$ cat config.mk
export PLATFORM = sky130hd
export DESIGN_NAME = gated_complementary_attitude_filter_top
export DESIGN_NICKNAME = d
export VERILOG_FILES = /design/src/design/gcaf_pkg.sv /design/src/design/gated_complementary_attitude_filter_top.sv /design/src/design/gcaf_div.sv
export SDC_FILE = /design/constraint.sdc
export NUM_CORES = 2
export LEC_CHECK = 0
export ABC_AREA = 1
export BUFFER_PORTS_ARGS = -buffer_cell sky130_fd_sc_hd__buf_2
export CORE_MARGIN = 5
export CORE_UTILIZATION = 58
export DETAILED_ROUTE_END_ITERATION = 10
export GPL_ROUTABILITY_DRIVEN = 0
export PLACE_DENSITY_LB_ADDON = 0.08
export RECOVER_POWER = 100
export SLEW_MARGIN = 10
export SYNTH_ARGS = -nofsm -noshare
export SYNTH_HDL_FRONTEND = slang
export SYNTH_SLANG_ARGS = --single-unit
$ cat constraint.sdc
create_clock -name clk_i -period 11.1 [get_ports clk_i]
set_clock_uncertainty 0.05 [all_clocks]
set_input_delay 2.22 -clock clk_i [delete_from_list [all_inputs] [get_ports clk_i]]
set_output_delay 2.22 -clock clk_i [all_outputs]
set_load 0.01 [all_outputs]
$ cat src/design/gcaf_pkg.sv
// Shared types, constants and helper functions of the gated complementary attitude filter.
package gcaf_pkg;

  // Field widths and fixed-point formats
  localparam int AccW        = 16;
  localparam int EstW        = 24;
  localparam int LpW         = 32;
  localparam int LpFracBits  = 16;
  localparam int EstFracBits = 8;

  // Stream payload widths
  localparam int InDataW  = 240;
  localparam int OutDataW = 208;

  // Payload field offsets
  localparam int MagLsb  = 48;
  localparam int GravLsb = 96;
  localparam int MagvLsb = 168;

  // Shared divider sizes
  localparam int DivNumW = 40;
  localparam int DivDenW = 30;
  localparam int DivCntW = 6;

  // Gate and scaling constants
  localparam int MagLowPct  = 36;
  localparam int MagHighPct = 196;
  localparam int PctScale   = 100;
  localparam int TiltNum    = 423;
  localparam int TiltDen    = 1000;
  localparam int MagPctMax  = 1023;

  // Divide by 1000 as multiply by ceil(2^34/1000) and shift; exact below 2^24
  localparam logic [24:0] TiltRecip = 25'd17179870;
  localparam int          TiltShift = 34;

  // Register reset values
  localparam logic [10:0] LpfFactorRst = 11'd100;
  localparam logic [11:0] GravWRst     = 12'd400;
  localparam logic [11:0] MagWRst      = 12'd200;
  localparam logic [14:0] OneGRst      = 15'd512;

  // Register indexes on the configuration port
  typedef enum logic [1:0] {
    REG_ACC_LPF_FACTOR       = 2'd0,
    REG_GRAVITY_GYRO_WEIGHT  = 2'd1,
    REG_MAGNETIC_GYRO_WEIGHT = 2'd2,
    REG_ONE_G_COUNTS         = 2'd3
  } reg_idx_e;

  // Sequencer states
  typedef enum logic [3:0] {
    ST_IDLE,
    ST_LP_DIV,
    ST_LP_WAIT,
    ST_MUL,
    ST_MAG_DIV,
    ST_MAG_WAIT,
    ST_TILT_DIV,
    ST_GATE,
    ST_BL_MUL,
    ST_BL_DIV,
    ST_BL_WAIT,
    ST_OUT
  } state_e;

  // Clamp a 41-bit signed value to 24 bits
  function automatic logic signed [23:0] sat24(logic signed [40:0] v);
    logic signed [23:0] r;
    if (v > 41'sd8388607) begin
      r = 24'sh7fffff;
    end else if (v < -41'sd8388608) begin
      r = 24'sh800000;
    end else begin
      r = v[23:0];
    end
    return r;
  endfunction

  // Clamp a 35-bit signed value to 32 bits
  function automatic logic signed [31:0] sat32(logic signed [34:0] v);
    logic signed [31:0] r;
    if (v > 35'sd2147483647) begin
      r = 32'sh7fffffff;
    end else if (v < -35'sd2147483648) begin
      r = 32'sh80000000;
    end else begin
      r = v[31:0];
    end
    return r;
  endfunction

endpackage

$ cat src/design/gated_complementary_attitude_filter_top.sv
// Top level of the gated complementary attitude filter: sequencer and datapath.
//
// Usage:
//   s_axis_* carries one sample item (accelerometer, magnetometer and the
//   gyro-rotated gravity and magnetic estimates). m_axis_* returns one result
//   item per sample: updated estimates, smoothed acceleration, magnitude
//   percent and the acc_used flag. cfg_* writes the four registers; it is
//   always ready and should only be written while no item is in flight.
// Timing:
//   One item is worked at a time. All variable divisions go through one shared
//   restoring divider at one quotient bit per cycle (10 divisions per item);
//   the tilt threshold uses a reciprocal multiply and the other multiplies
//   share one step each. s_axis_tready is high again the cycle after the
//   result is taken.
// Reset:
//   rst_ni clears the low-pass state to zero and loads register defaults.
// Stall:
//   The result holds on m_axis_tdata while m_axis_tready is low, and no new
//   item is accepted until it is taken.
module gated_complementary_attitude_filter_top (
  input  logic                            clk_i,
  input  logic                            rst_ni,
  // acc_x, acc_y, acc_z, mag_x, mag_y, mag_z, grav_in_x/y/z, magv_in_x/y/z
  input  logic [gcaf_pkg::InDataW-1:0]    s_axis_tdata,
  input  logic                            s_axis_tvalid,
  output logic                            s_axis_tready,
  // grav_out_x/y/z, magv_out_x/y/z, smooth_acc_x/y/z, magnitude_percent,
  // acc_used, zero pad
  output logic [gcaf_pkg::OutDataW-1:0]   m_axis_tdata,
  output logic                            m_axis_tvalid,
  input  logic                            m_axis_tready,
  input  logic                            cfg_valid_i,
  output logic                            cfg_ready_o,
  input  logic [1:0]                      cfg_addr_i,
  input  logic [14:0]                     cfg_data_i
);

  gcaf_pkg::state_e state_q, state_d;
  logic [2:0]                    idx_q, idx_d;
  logic [gcaf_pkg::InDataW-1:0]  in_q, in_d;
  logic signed [31:0]            lp_q [3];
  logic signed [31:0]            lp_d [3];
  logic signed [15:0]            sm_q [3];
  logic signed [15:0]            sm_d [3];
  logic signed [23:0]            res_q [6];
  logic signed [23:0]            res_d [6];
  logic [31:0]                   sumsq_q, sumsq_d;
  logic [38:0]                   num100_q, num100_d;
  logic [29:0]                   gg_q, gg_d;
  logic [23:0]                   g423_q, g423_d;
  logic [13:0]                   tilt_q, tilt_d;
  logic [9:0]                    magp_q, magp_d;
  logic                          band_q, band_d;
  logic                          used_q, used_d;
  logic signed [36:0]            prod_q, prod_d;
  logic                          neg_q, neg_d;
  logic [10:0]                   f_q, f_d;
  logic [11:0]                   wg_q, wg_d;
  logic [11:0]                   wm_q, wm_d;
  logic [14:0]                   g_q, g_d;

  logic                          div_start, div_busy, div_done;
  logic [gcaf_pkg::DivNumW-1:0]  div_num, div_quo;
  logic [gcaf_pkg::DivDenW-1:0]  div_den;

  // Shared divider
  gcaf_div u_div (
    .clk_i   (clk_i),
    .rst_ni  (rst_ni),
    .start_i (div_start),
    .num_i   (div_num),
    .den_i   (div_den),
    .busy_o  (div_busy),
    .done_o  (div_done),
    .quo_o   (div_quo)
  );

  // Control and state registers
  always_ff @(posedge clk_i or negedge rst_ni) begin
    if (!rst_ni) begin
      state_q <= gcaf_pkg::ST_IDLE;
      idx_q   <= '0;
      f_q     <= gcaf_pkg::LpfFactorRst;
      wg_q    <= gcaf_pkg::GravWRst;
      wm_q    <= gcaf_pkg::MagWRst;
      g_q     <= gcaf_pkg::OneGRst;
      for (int i = 0; i < 3; i++) begin
        lp_q[i] <= '0;
      end
    end else begin
      state_q <= state_d;
      idx_q   <= idx_d;
      f_q     <= f_d;
      wg_q    <= wg_d;
      wm_q    <= wm_d;
      g_q     <= g_d;
      for (int i = 0; i < 3; i++) begin
        lp_q[i] <= lp_d[i];
      end
    end
  end

  // Payload registers
  always_ff @(posedge clk_i) begin
    in_q     <= in_d;
    sumsq_q  <= sumsq_d;
    num100_q <= num100_d;
    gg_q     <= gg_d;
    g423_q   <= g423_d;
    tilt_q   <= tilt_d;
    magp_q   <= magp_d;
    band_q   <= band_d;
    used_q   <= used_d;
    prod_q   <= prod_d;
    neg_q    <= neg_d;
    for (int i = 0; i < 3; i++) begin
      sm_q[i] <= sm_d[i];
    end
    for (int i = 0; i < 6; i++) begin
      res_q[i] <= res_d[i];
    end
  end

  // Configuration writes
  assign cfg_ready_o = 1'b1;
  always_comb begin
    f_d  = f_q;
    wg_d = wg_q;
    wm_d = wm_q;
    g_d  = g_q;
    if (cfg_valid_i) begin
      case (gcaf_pkg::reg_idx_e'(cfg_addr_i))
        gcaf_pkg::REG_ACC_LPF_FACTOR:       f_d  = cfg_data_i[10:0];
        gcaf_pkg::REG_GRAVITY_GYRO_WEIGHT:  wg_d = cfg_data_i[11:0];
        gcaf_pkg::REG_MAGNETIC_GYRO_WEIGHT: wm_d = cfg_data_i[11:0];
        gcaf_pkg::REG_ONE_G_COUNTS:         g_d  = cfg_data_i;
        default: ;
      endcase
    end
  end

  // Sequencer and datapath
  always_comb begin
    logic [1:0]         ax;
    logic [1:0]         bk;
    logic               grav_sel;
    logic [10:0]        f_eff;
    logic [14:0]        g_eff;
    logic signed [15:0] acc_v;
    logic signed [33:0] diff;
    logic [33:0]        diff_abs;
    logic signed [34:0] step;
    logic signed [34:0] lp_sum;
    logic signed [31:0] lp_new;
    logic signed [32:0] lp_ext;
    logic [32:0]        lp_abs;
    logic signed [16:0] sm_ext;
    logic signed [31:0] sq;
    logic signed [16:0] abs_x, abs_y;
    logic signed [23:0] est;
    logic [11:0]        w;
    logic [12:0]        den;
    logic signed [15:0] smp;
    logic signed [37:0] num38;
    logic [37:0]        num_abs;
    logic signed [40:0] q41;
    logic [48:0]        tilt_prod;

    state_d   = state_q;
    idx_d     = idx_q;
    in_d      = in_q;
    lp_d      = lp_q;
    sm_d      = sm_q;
    res_d     = res_q;
    sumsq_d   = sumsq_q;
    num100_d  = num100_q;
    gg_d      = gg_q;
    g423_d    = g423_q;
    tilt_d    = tilt_q;
    magp_d    = magp_q;
    band_d    = band_q;
    used_d    = used_q;
    prod_d    = prod_q;
    neg_d     = neg_q;
    div_start = 1'b0;
    div_num   = '0;
    div_den   = '0;

    ax       = idx_q[1:0];
    grav_sel = (idx_q < 3'd3);
    bk       = grav_sel ? idx_q[1:0] : 2'(idx_q - 3'd3);
    f_eff    = (f_q == '0) ? 11'd1 : f_q;
    g_eff    = (g_q == '0) ? 15'd1 : g_q;
    acc_v    = in_q[{ax, 4'b0000} +: gcaf_pkg::AccW];
    diff     = 34'($signed({acc_v, 16'b0})) - 34'(lp_q[ax]);
    diff_abs = diff[33] ? 34'(-diff) : diff;
    step     = neg_q ? -35'(div_quo[33:0]) : 35'(div_quo[33:0]);
    lp_sum   = 35'(lp_q[ax]) + step;
    lp_new   = gcaf_pkg::sat32(lp_sum);
    lp_ext   = 33'(lp_new);
    lp_abs   = lp_ext[32] ? 33'(-lp_ext) : lp_ext;
    sm_ext   = lp_ext[32] ? -17'(lp_abs[32:16]) : 17'(lp_abs[32:16]);
    sq       = sm_q[ax] * sm_q[ax];
    abs_x    = sm_q[0][15] ? -17'(sm_q[0]) : 17'(sm_q[0]);
    abs_y    = sm_q[1][15] ? -17'(sm_q[1]) : 17'(sm_q[1]);
    est      = grav_sel ? in_q[gcaf_pkg::GravLsb + 24 * int'(bk) +: gcaf_pkg::EstW]
                        : in_q[gcaf_pkg::MagvLsb + 24 * int'(bk) +: gcaf_pkg::EstW];
    w        = grav_sel ? wg_q : wm_q;
    den      = 13'(w) + 13'd1;
    smp      = grav_sel ? sm_q[bk] : in_q[gcaf_pkg::MagLsb + 16 * int'(bk) +: gcaf_pkg::AccW];
    num38    = 38'(prod_q) + (38'(smp) <<< gcaf_pkg::EstFracBits);
    num_abs  = num38[37] ? 38'(-num38) : num38;
    q41      = neg_q ? -41'({1'b0, div_quo}) : 41'({1'b0, div_quo});
    tilt_prod = 49'(g423_q) * 49'(gcaf_pkg::TiltRecip);

    case (state_q)
      gcaf_pkg::ST_IDLE: begin
        if (s_axis_tvalid) begin
          in_d    = s_axis_tdata;
          idx_d   = '0;
          sumsq_d = '0;
          state_d = gcaf_pkg::ST_LP_DIV;
        end
      end
      // Low-pass step: (X - lp) / F
      gcaf_pkg::ST_LP_DIV: begin
        neg_d     = diff[33];
        div_start = 1'b1;
        div_num   = gcaf_pkg::DivNumW'(diff_abs);
        div_den   = gcaf_pkg::DivDenW'(f_eff);
        state_d   = gcaf_pkg::ST_LP_WAIT;
      end
      gcaf_pkg::ST_LP_WAIT: begin
        if (div_done) begin
          lp_d[ax] = lp_new;
          sm_d[ax] = sm_ext[15:0];
          if (ax == 2'd2) begin
            idx_d   = '0;
            state_d = gcaf_pkg::ST_MUL;
          end else begin
            idx_d   = idx_q + 3'd1;
            state_d = gcaf_pkg::ST_LP_DIV;
          end
        end
      end
      // Squares, scale and threshold products, one per cycle
      gcaf_pkg::ST_MUL: begin
        case (idx_q)
          3'd0, 3'd1, 3'd2: sumsq_d = sumsq_q + 32'(sq);
          3'd3: num100_d = 39'(sumsq_q) * 39'(gcaf_pkg::PctScale);
          3'd4: gg_d = 30'(g_eff) * 30'(g_eff);
          default: g423_d = 24'(g_eff) * 24'(gcaf_pkg::TiltNum);
        endcase
        if (idx_q == 3'd5) begin
          state_d = gcaf_pkg::ST_MAG_DIV;
        end else begin
          idx_d = idx_q + 3'd1;
        end
      end
      gcaf_pkg::ST_MAG_DIV: begin
        div_start = 1'b1;
        div_num   = gcaf_pkg::DivNumW'(num100_q);
        div_den   = gg_q;
        state_d   = gcaf_pkg::ST_MAG_WAIT;
      end
      gcaf_pkg::ST_MAG_WAIT: begin
        if (div_done) begin
          band_d  = (div_quo > 40'(gcaf_pkg::MagLowPct)) &&
                    (div_quo < 40'(gcaf_pkg::MagHighPct));
          magp_d  = (div_quo > 40'(gcaf_pkg::MagPctMax)) ?
                    10'(gcaf_pkg::MagPctMax) : div_quo[9:0];
          state_d = gcaf_pkg::ST_TILT_DIV;
        end
      end
      // Tilt threshold g*423/1000 by reciprocal multiply
      gcaf_pkg::ST_TILT_DIV: begin
        tilt_d  = tilt_prod[gcaf_pkg::TiltShift +: 14];
        state_d = gcaf_pkg::ST_GATE;
      end
      // Magnitude band or small tilt opens the gravity correction
      gcaf_pkg::ST_GATE: begin
        used_d  = band_q || ((abs_x < 17'(tilt_q)) && (abs_y < 17'(tilt_q)) &&
                  (sm_q[2] > 16'sd0));
        idx_d   = '0;
        state_d = gcaf_pkg::ST_BL_MUL;
      end
      // Blend: (est*W + v<<8) / (W+1), rounded half away from zero
      gcaf_pkg::ST_BL_MUL: begin
        prod_d  = 37'(est) * 37'($signed({1'b0, w}));
        state_d = gcaf_pkg::ST_BL_DIV;
      end
      gcaf_pkg::ST_BL_DIV: begin
        neg_d     = num38[37];
        div_start = 1'b1;
        div_num   = gcaf_pkg::DivNumW'(num_abs) + gcaf_pkg::DivNumW'(den[12:1]);
        div_den   = gcaf_pkg::DivDenW'(den);
        state_d   = gcaf_pkg::ST_BL_WAIT;
      end
      gcaf_pkg::ST_BL_WAIT: begin
        if (div_done) begin
          res_d[idx_q] = gcaf_pkg::sat24(q41);
          if (idx_q == 3'd5) begin
            state_d = gcaf_pkg::ST_OUT;
          end else begin
            idx_d   = idx_q + 3'd1;
            state_d = gcaf_pkg::ST_BL_MUL;
          end
        end
      end
      gcaf_pkg::ST_OUT: begin
        if (m_axis_tready) begin
          state_d = gcaf_pkg::ST_IDLE;
        end
      end
      default: state_d = gcaf_pkg::ST_IDLE;
    endcase
  end

  // Handshake and result word
  assign s_axis_tready = (state_q == gcaf_pkg::ST_IDLE);
  assign m_axis_tvalid = (state_q == gcaf_pkg::ST_OUT);

  always_comb begin
    m_axis_tdata = '0;
    for (int i = 0; i < 3; i++) begin
      m_axis_tdata[24 * i +: 24]       = used_q ? res_q[i]
                                                : in_q[gcaf_pkg::GravLsb + 24 * i +: 24];
      m_axis_tdata[72 + 24 * i +: 24]  = res_q[3 + i];
      m_axis_tdata[144 + 16 * i +: 16] = sm_q[i];
    end
    m_axis_tdata[201:192] = magp_q;
    m_axis_tdata[202]     = used_q;
  end

  // Never ready for input while a result is pending
  a_one_item: assert property (@(posedge clk_i) disable iff (!rst_ni)
    !(s_axis_tready && m_axis_tvalid)) else $error("input ready with result pending");

  // Divider completions only arrive in a wait state
  a_done_wait: assert property (@(posedge clk_i) disable iff (!rst_ni)
    div_done |-> (state_q == gcaf_pkg::ST_LP_WAIT || state_q == gcaf_pkg::ST_MAG_WAIT ||
                  state_q == gcaf_pkg::ST_BL_WAIT))
    else $error("divider done outside wait state");

  // Divider requests only when it is free
  a_start_free: assert property (@(posedge clk_i) disable iff (!rst_ni)
    div_start |-> !div_busy) else $error("divider request while busy");

  // Accepted sample starts the low-pass pass
  a_accept_lp: assert property (@(posedge clk_i) disable iff (!rst_ni)
    (s_axis_tvalid && s_axis_tready) |=> state_q == gcaf_pkg::ST_LP_DIV)
    else $error("accepted item not started");

endmodule

$ cat src/design/gcaf_div.sv
// Shared restoring divider: unsigned, one quotient bit per cycle.
module gcaf_div (
  input  logic                            clk_i,
  input  logic                            rst_ni,
  input  logic                            start_i,
  input  logic [gcaf_pkg::DivNumW-1:0]    num_i,
  input  logic [gcaf_pkg::DivDenW-1:0]    den_i,
  output logic                            busy_o,
  output logic                            done_o,
  output logic [gcaf_pkg::DivNumW-1:0]    quo_o
);

  logic                         busy_q, busy_d;
  logic [gcaf_pkg::DivCntW-1:0] cnt_q, cnt_d;
  logic [gcaf_pkg::DivDenW-1:0] rem_q, rem_d;
  logic [gcaf_pkg::DivDenW-1:0] den_q, den_d;
  logic [gcaf_pkg::DivNumW-1:0] quo_q, quo_d;

  // Control registers
  always_ff @(posedge clk_i or negedge rst_ni) begin
    if (!rst_ni) begin
      busy_q <= 1'b0;
      cnt_q  <= '0;
    end else begin
      busy_q <= busy_d;
      cnt_q  <= cnt_d;
    end
  end

  // Datapath registers
  always_ff @(posedge clk_i) begin
    rem_q <= rem_d;
    den_q <= den_d;
    quo_q <= quo_d;
  end

  // One shift-subtract step per cycle
  always_comb begin
    logic [gcaf_pkg::DivDenW:0]   rem_sh;
    logic [gcaf_pkg::DivDenW+1:0] trial;
    busy_d = busy_q;
    cnt_d  = cnt_q;
    rem_d  = rem_q;
    den_d  = den_q;
    quo_d  = quo_q;
    done_o = 1'b0;
    rem_sh = {rem_q, quo_q[gcaf_pkg::DivNumW-1]};
    trial  = {1'b0, rem_sh} - {2'b00, den_q};
    if (start_i && !busy_q) begin
      busy_d = 1'b1;
      cnt_d  = gcaf_pkg::DivCntW'(gcaf_pkg::DivNumW);
      rem_d  = '0;
      den_d  = den_i;
      quo_d  = num_i;
    end else if (busy_q) begin
      if (cnt_q == '0) begin
        done_o = 1'b1;
        busy_d = 1'b0;
      end else begin
        cnt_d = cnt_q - 1'b1;
        if (!trial[gcaf_pkg::DivDenW+1]) begin
          rem_d = trial[gcaf_pkg::DivDenW-1:0];
          quo_d = {quo_q[gcaf_pkg::DivNumW-2:0], 1'b1};
        end else begin
          rem_d = rem_sh[gcaf_pkg::DivDenW-1:0];
          quo_d = {quo_q[gcaf_pkg::DivNumW-2:0], 1'b0};
        end
      end
    end
  end

  assign busy_o = busy_q;
  assign quo_o  = quo_q;

  // A new request never lands on a division in flight
  a_start_idle: assert property (@(posedge clk_i) disable iff (!rst_ni)
    start_i |-> !busy_q) else $error("divider restarted while busy");

  // Completion follows a busy phase
  a_done_busy: assert property (@(posedge clk_i) disable iff (!rst_ni)
    done_o |-> busy_q && cnt_q == '0) else $error("done without busy");

  // Started division is busy next cycle
  a_start_busy: assert property (@(posedge clk_i) disable iff (!rst_ni)
    (start_i && !busy_q) |=> busy_q) else $error("start lost");

endmodule

Word-level counts from Yosys, hierarchy flattened
Index checks and enable logic that the tools add are counted.

cells by class
  $add $sub $neg = 21
  $mul = 7
  order comparisons = 16
  eq/ne operators = 28
  shifts and indexed selects = 4
  multiplexer cells = 77
  bitwise logic cells = 5
  reduce and logical (&&, ||, !) cells = 37

operator list
  cell                                                             number
  2-to-1 mux 32 bit                                                8
  variable part select 240 x 10 -> 24 bit                          1
  variable part select 240 x 32 -> 24 bit                          1
  variable part select 240 x 7 -> 16 bit                           1
  variable part select 240 x 8 -> 16 bit                           1
  2-to-1 mux 24 bit                                                9
  bitwise mux 144 bit                                              1
  2-to-1 mux 40 bit                                                3
  one-hot mux 39 bit (3 select lines)                              1
  2-to-1 mux 16 bit                                                7
  bitwise mux 96 bit                                               1
  one-hot mux 30 bit (3 select lines)                              1
  demux 24 bit (select 3 bit)                                      1
  binary-select mux 16 bit (select 2 bit)                          2
  binary-select mux 32 bit (select 2 bit)                          1
  demux 32 bit (select 2 bit)                                      1
  one-hot mux 32 bit (2 select lines)                              1
  bitwise mux 48 bit                                               1
  one-hot mux 4 bit (12 select lines)                              1
  multiplier 24 x 24 -> 47 bit, second input constant              1
  greater-than comparator 41 x 24 -> 1 bit, second input constant  1
  less-than comparator 41 x 24 -> 1 bit, second input constant     1
  2-to-1 mux 41 bit                                                1
  negator 40 -> 41 bit                                             1
  other kinds (84)                                                 147

storage, ports and cells
  register bits after elaboration = 879
  output and inout port bits = 211
  logic and storage cells = 229

Logic depth before layout (Yosys ltp)
  word-level depth = 13
  gate-level depth with buffers = 58
  depth with buffers taken out = 48

Modules after synthesis
Synthesis repeated with hierarchy kept, for this count alone.

unflattened totals
  cells, all modules = 11375
  area total of the unflattened synthesis = 94461.8 um2

by module, submodules not included
  module                                   times used  cells each  area each (um2)  sequential area each (um2)
  gated_complementary_attitude_filter_top  1           10403       87562.7          22399.0
  gcaf_div                                 1           972         6899.1           2877.8

Worst setup path after synthesis
Ideal clock, no wire load.

  kind = in2reg
  from = in s_axis_tvalid
  to = reg in_q[0] (netlist bit) (enable)
  data arrival time = 12110 ps
  data required time = 10205 ps
  slack = -1905 ps
  cell stages on the path = 2
  cells stage by stage = inv_1 -> nor2_1

between the ends
  word-level cells in the longest chain between the ends = 1

ends and longest elaborated chain
  what                           RTL line                                        RTL
  from (decl)                    gated_complementary_attitude_filter_top.sv:25   input logic s_axis_tvalid,
  AND reduction 2 bit (no line)  --
  to (signal assigned)           gated_complementary_attitude_filter_top.sv:105  in_q <= in_d;
  to (decl)                      gated_complementary_attitude_filter_top.sv:40   logic [gcaf_pkg::InDataW-1:0] in_q, in_d;

No other way between the ends.
A chain may end at the register's enable or synchronous reset.

Worst setup path after layout
  from = reg idx_q[1]
  to = reg u_div.quo_q, in the netlist u_div.quo_o[22], data pin

between the ends
  word-level cells in the longest chain between the ends = 13
  elaborated cells on any way between the ends = 26

ends and longest elaborated chain
  what                                                              RTL line                                        RTL
  from (decl)                                                       gated_complementary_attitude_filter_top.sv:39   logic [2:0] idx_q, idx_d;
  from (signal assigned)                                            gated_complementary_attitude_filter_top.sv:92   idx_q <= idx_d;
  branches (longest 11 deep; another with adder 38 x 12 -> 39 bit)  --
  one-hot mux 39 bit (3 select lines) *                             gated_complementary_attitude_filter_top.sv:216  case (state_q)
  2-to-1 mux 40 bit *                                               gcaf_div.sv:49                                  if (start_i && !busy_q) begin
  named net u_div.quo_d (one bit)                                   gcaf_div.sv:17                                  logic [gcaf_pkg::DivNumW-1:0] quo_q, quo_d;
  to (signal assigned)                                              gcaf_div.sv:34                                  quo_q <= quo_d;
  to (decl)                                                         gcaf_div.sv:17

Mark *: on every way through the listed nets, which the timed path passes. The select of a mux whose other input is x is not followed.

==> flow_summary.toml <==
[worst_setup_path]
path_buf_inv = 11
crit_type = "reg2reg"
cpPeakStageDelay_ns = 1.34
reg2regPathDepth = 47
crit_arrival_ns = 11.15
crit_cells = 47
critPathRequiredTime_ns = 11.53
r2r_start = "idx_q[1]$_DFFE_PN0P_"
path_max_fanout = 50
regToRegEndpoint = "u_div.quo_o[22]$_DFFE_PP_"
cp_slowest_cell = "inv_1"
end_kind = "flip-flop"
cp_top_family = "buffers and inverters"
rrSetupSlack_ns = 0.38
critical_path.most_common_cell = "nor2_1"
start_kind = "flip-flop"

[grt]
grt_pass1_wl_mm = 475
grt.total_usage_pct = 37.1
grt_pass1_vias = 77700
antenna_found_initial = 20
grt_max_degree = 297
overflow = 0

[timing]
finalSetupViolCount = 0
fin_crit_sh_pct = 96.6
worst_slack_ns = 0.381
relSlewSlack_pct = -341
holdWs_ns = 0.422
period_minus_slack_ns = 10.72
slew_viol_final = 1159
tns_ns = 0
max_freq_ghz = 0.0933
rsz0062_at_grt = "false"
worstMarginPinSlew_ns = 6.62
hold_viol = 0

[placed_design]
dp_cells = 13500
numPortBuffers = 466
post-dp-hpwl_mm = 257
pre_cts_slack_ns = 0.835

[synthesis]
synth_seq_area_share_pct = 26.9
synth_edf_count = 688
postSynthAreaPerCell_um2 = 8.42
yosysUniqueCellTypes = 85
synth_area_leaders = "edfxtp_1 22%, fa_1 20%, ha_1 12%"
netlist_area_mm2 = 0.0938
netlist_instances = 11100
ys.flop_type = "edfxtp_1"
ys_ff_latch = 878
synth-async-reset-ratio_pct = 18.2
synth_top_cell_area_share_pct = 22.0
yosys.area.top_type = "edfxtp_1"
ys.warnings.count = 0

[floorplan]
boundaryPins = 473
die_area_mm2 = 0.170
rows = 147
die_x_um = 412
fp.dieH_um = 412
coreArea_mm2 = 0.161
start_util_pct = 58.4

[detailed_routing]
drtIter0Drc = 9880
wl_per_cell_um = 23.3
vias = 80100
drc = 0
drtAntennaViolNets = 0
drt-pass1-iter-count = 9
viasPerCell = 5.86
routed_wl_mm = 319

[clocking]
cts-root-buf = "clkbuf_16"
clockBufferDepth = 3
cts_tree = "done"
htree_levels = 3
path_clk_slew_ns = 0.06
clock_latency_ns = 0.77
cts.sinks = 878
cts_hold_buf = 0
cts_made_buffers = 100

[job]
cap_viol_max_count = 27

[layout]
drive_gt1_share_pct = 5.89
layout_commonest_cell = "inv_1"
mostFrequentLayoutCells = "2,161 x inv_1, 2,101 x nand2_1, 918 x fa_1"
nFillCells = 14200
fin_cells = 13700
fin_nets = 13400
syn2layout_area_growth_pct = 7.40

[status]
failed_checks = "max-capacitance violations, max-slew violations"
status = "finished with violations"

[worst_hold_path]
hold_end = "u_div.rem_q[19]$_SDFFE_PP0P_"
hold_class = "reg2reg"
hold_depth = 2
hold_path.startpoint = "u_div.rem_q[19]$_SDFFE_PP0P_"
worst max path at each step:
stage                                    start                         to  slack (ns)
after global placement    idx_q[1]$_DFFE_PN0P_       prod_q[36]$_DFFE_PN_        1.03
after CTS                 idx_q[1]$_DFFE_PN0P_       prod_q[34]$_DFFE_PN_        0.69
after detailed placement  idx_q[1]$_DFFE_PN0P_       prod_q[34]$_DFFE_PN_        0.84
after floorplan           idx_q[0]$_DFFE_PN0P_       prod_q[36]$_DFFE_PN_        0.45
final                     idx_q[1]$_DFFE_PN0P_  u_div.quo_o[22]$_DFFE_PP_        0.38
after global routing      idx_q[1]$_DFFE_PN0P_  u_div.quo_o[22]$_DFFE_PP_        0.03
area by class of cell:
| type | count | area (µm²) | area share [%] |
|---|---|---|---|
| multi-input cells | 7657 | 58400 | 58.0 |
| flip-flops and latches | 878 | 25300 | 25.1 |
| inverters | 2192 | 8250 | 8.18 |
| repair buffers | 568 | 2720 | 2.69 |
| well taps | 2160 | 2700 | 2.68 |
| clock buffers | 121 | 2630 | 2.61 |
| clock inverters | 68 | 733 | 0.728 |
| diodes | 21 | 52.6 | 0.0521 |
worst min-delay path: stages, from the launching register on:
cell	delay, ns
dfxtp_1	0.32
nand2_1	0.06
nand2_1	0.04
metal layers:
metal	GRT usage [%]	wire length, µm
met2	58.4	142000
met3	8.91	34700
met5	0	57
met1	46.9	118000
met4	21.6	24000
cell usage after synthesis (22+ instances only):
cell	instances
a21oi_1	579
a22oi_1	30
a31oi_1	55
buf_1	30
buf_2	27
buf_4	83
clkbuf_1	266
dfrtp_1	150
dfxtp_1	30
edfxtp_1	688
fa_1	918
ha_1	868
inv_1	2159
nand2_1	2089
nand2_2	30
nand3_1	368
nand4_1	77
nor2_1	808
nor2_2	22
nor3_1	74
nor4_1	23
o211ai_1	115
o21ai_0	790
o21ai_1	35
o21bai_1	28
o22ai_1	22
or2_2	78
xnor2_1	99
xor2_1	232
state kept, by name, summed over array words and instances, names as in the netlist, 24 cells and up:
| name | flops |
|---|---|
| in_q | 240 |
| m_axis_tdata | 120 |
| lp_q | 96 |
| res_q | 72 |
| u_div.quo_o | 40 |
| num100_q | 37 |
| prod_q | 37 |
| sumsq_q | 32 |
| u_div.den_q | 30 |
| u_div.rem_q | 30 |
| gg_q | 29 |
| g423_q | 24 |
what timing repair did:
action                     4_1_cts  5_1_grt
buffers inserted                 0        0
gates resized for setup          0        2
setup endpoints to repair        0        3
hold endpoints to repair         0        0
cells by family (layout without fill, tap and decap cells):
| kind of cell | count (synthesis) | count (layout) | share of synthesized area [%] |
|---|---|---|---|
| muxes | 19 | 19 | 0.223 |
| adders and majority gates | 1786 | 1786 | 31.2 |
| and+or+nand+nor | 3632 | 3632 | 16.1 |
| buffers and inverters | 2612 | 2949 | 10.9 |
| AOI/OAI and AO/OA | 1879 | 1879 | 11.5 |
| xor gates and xnor gates | 335 | 335 | 3.16 |
| DFF | 878 | 878 | 26.9 |
| other | 2 | 27 | 0.00800 |
stage by stage:
stage	util [%]	cell area, µm²
global placement	60.9	97900
detailed placement	60.9	97900
global route	62.7	101000
finish	62.7	101000
floorplan	-	93800
CTS	63.0	101000
Power is not shown: default switching activity piles up to over one toggle a cycle in this logic, so the estimate is an artifact.
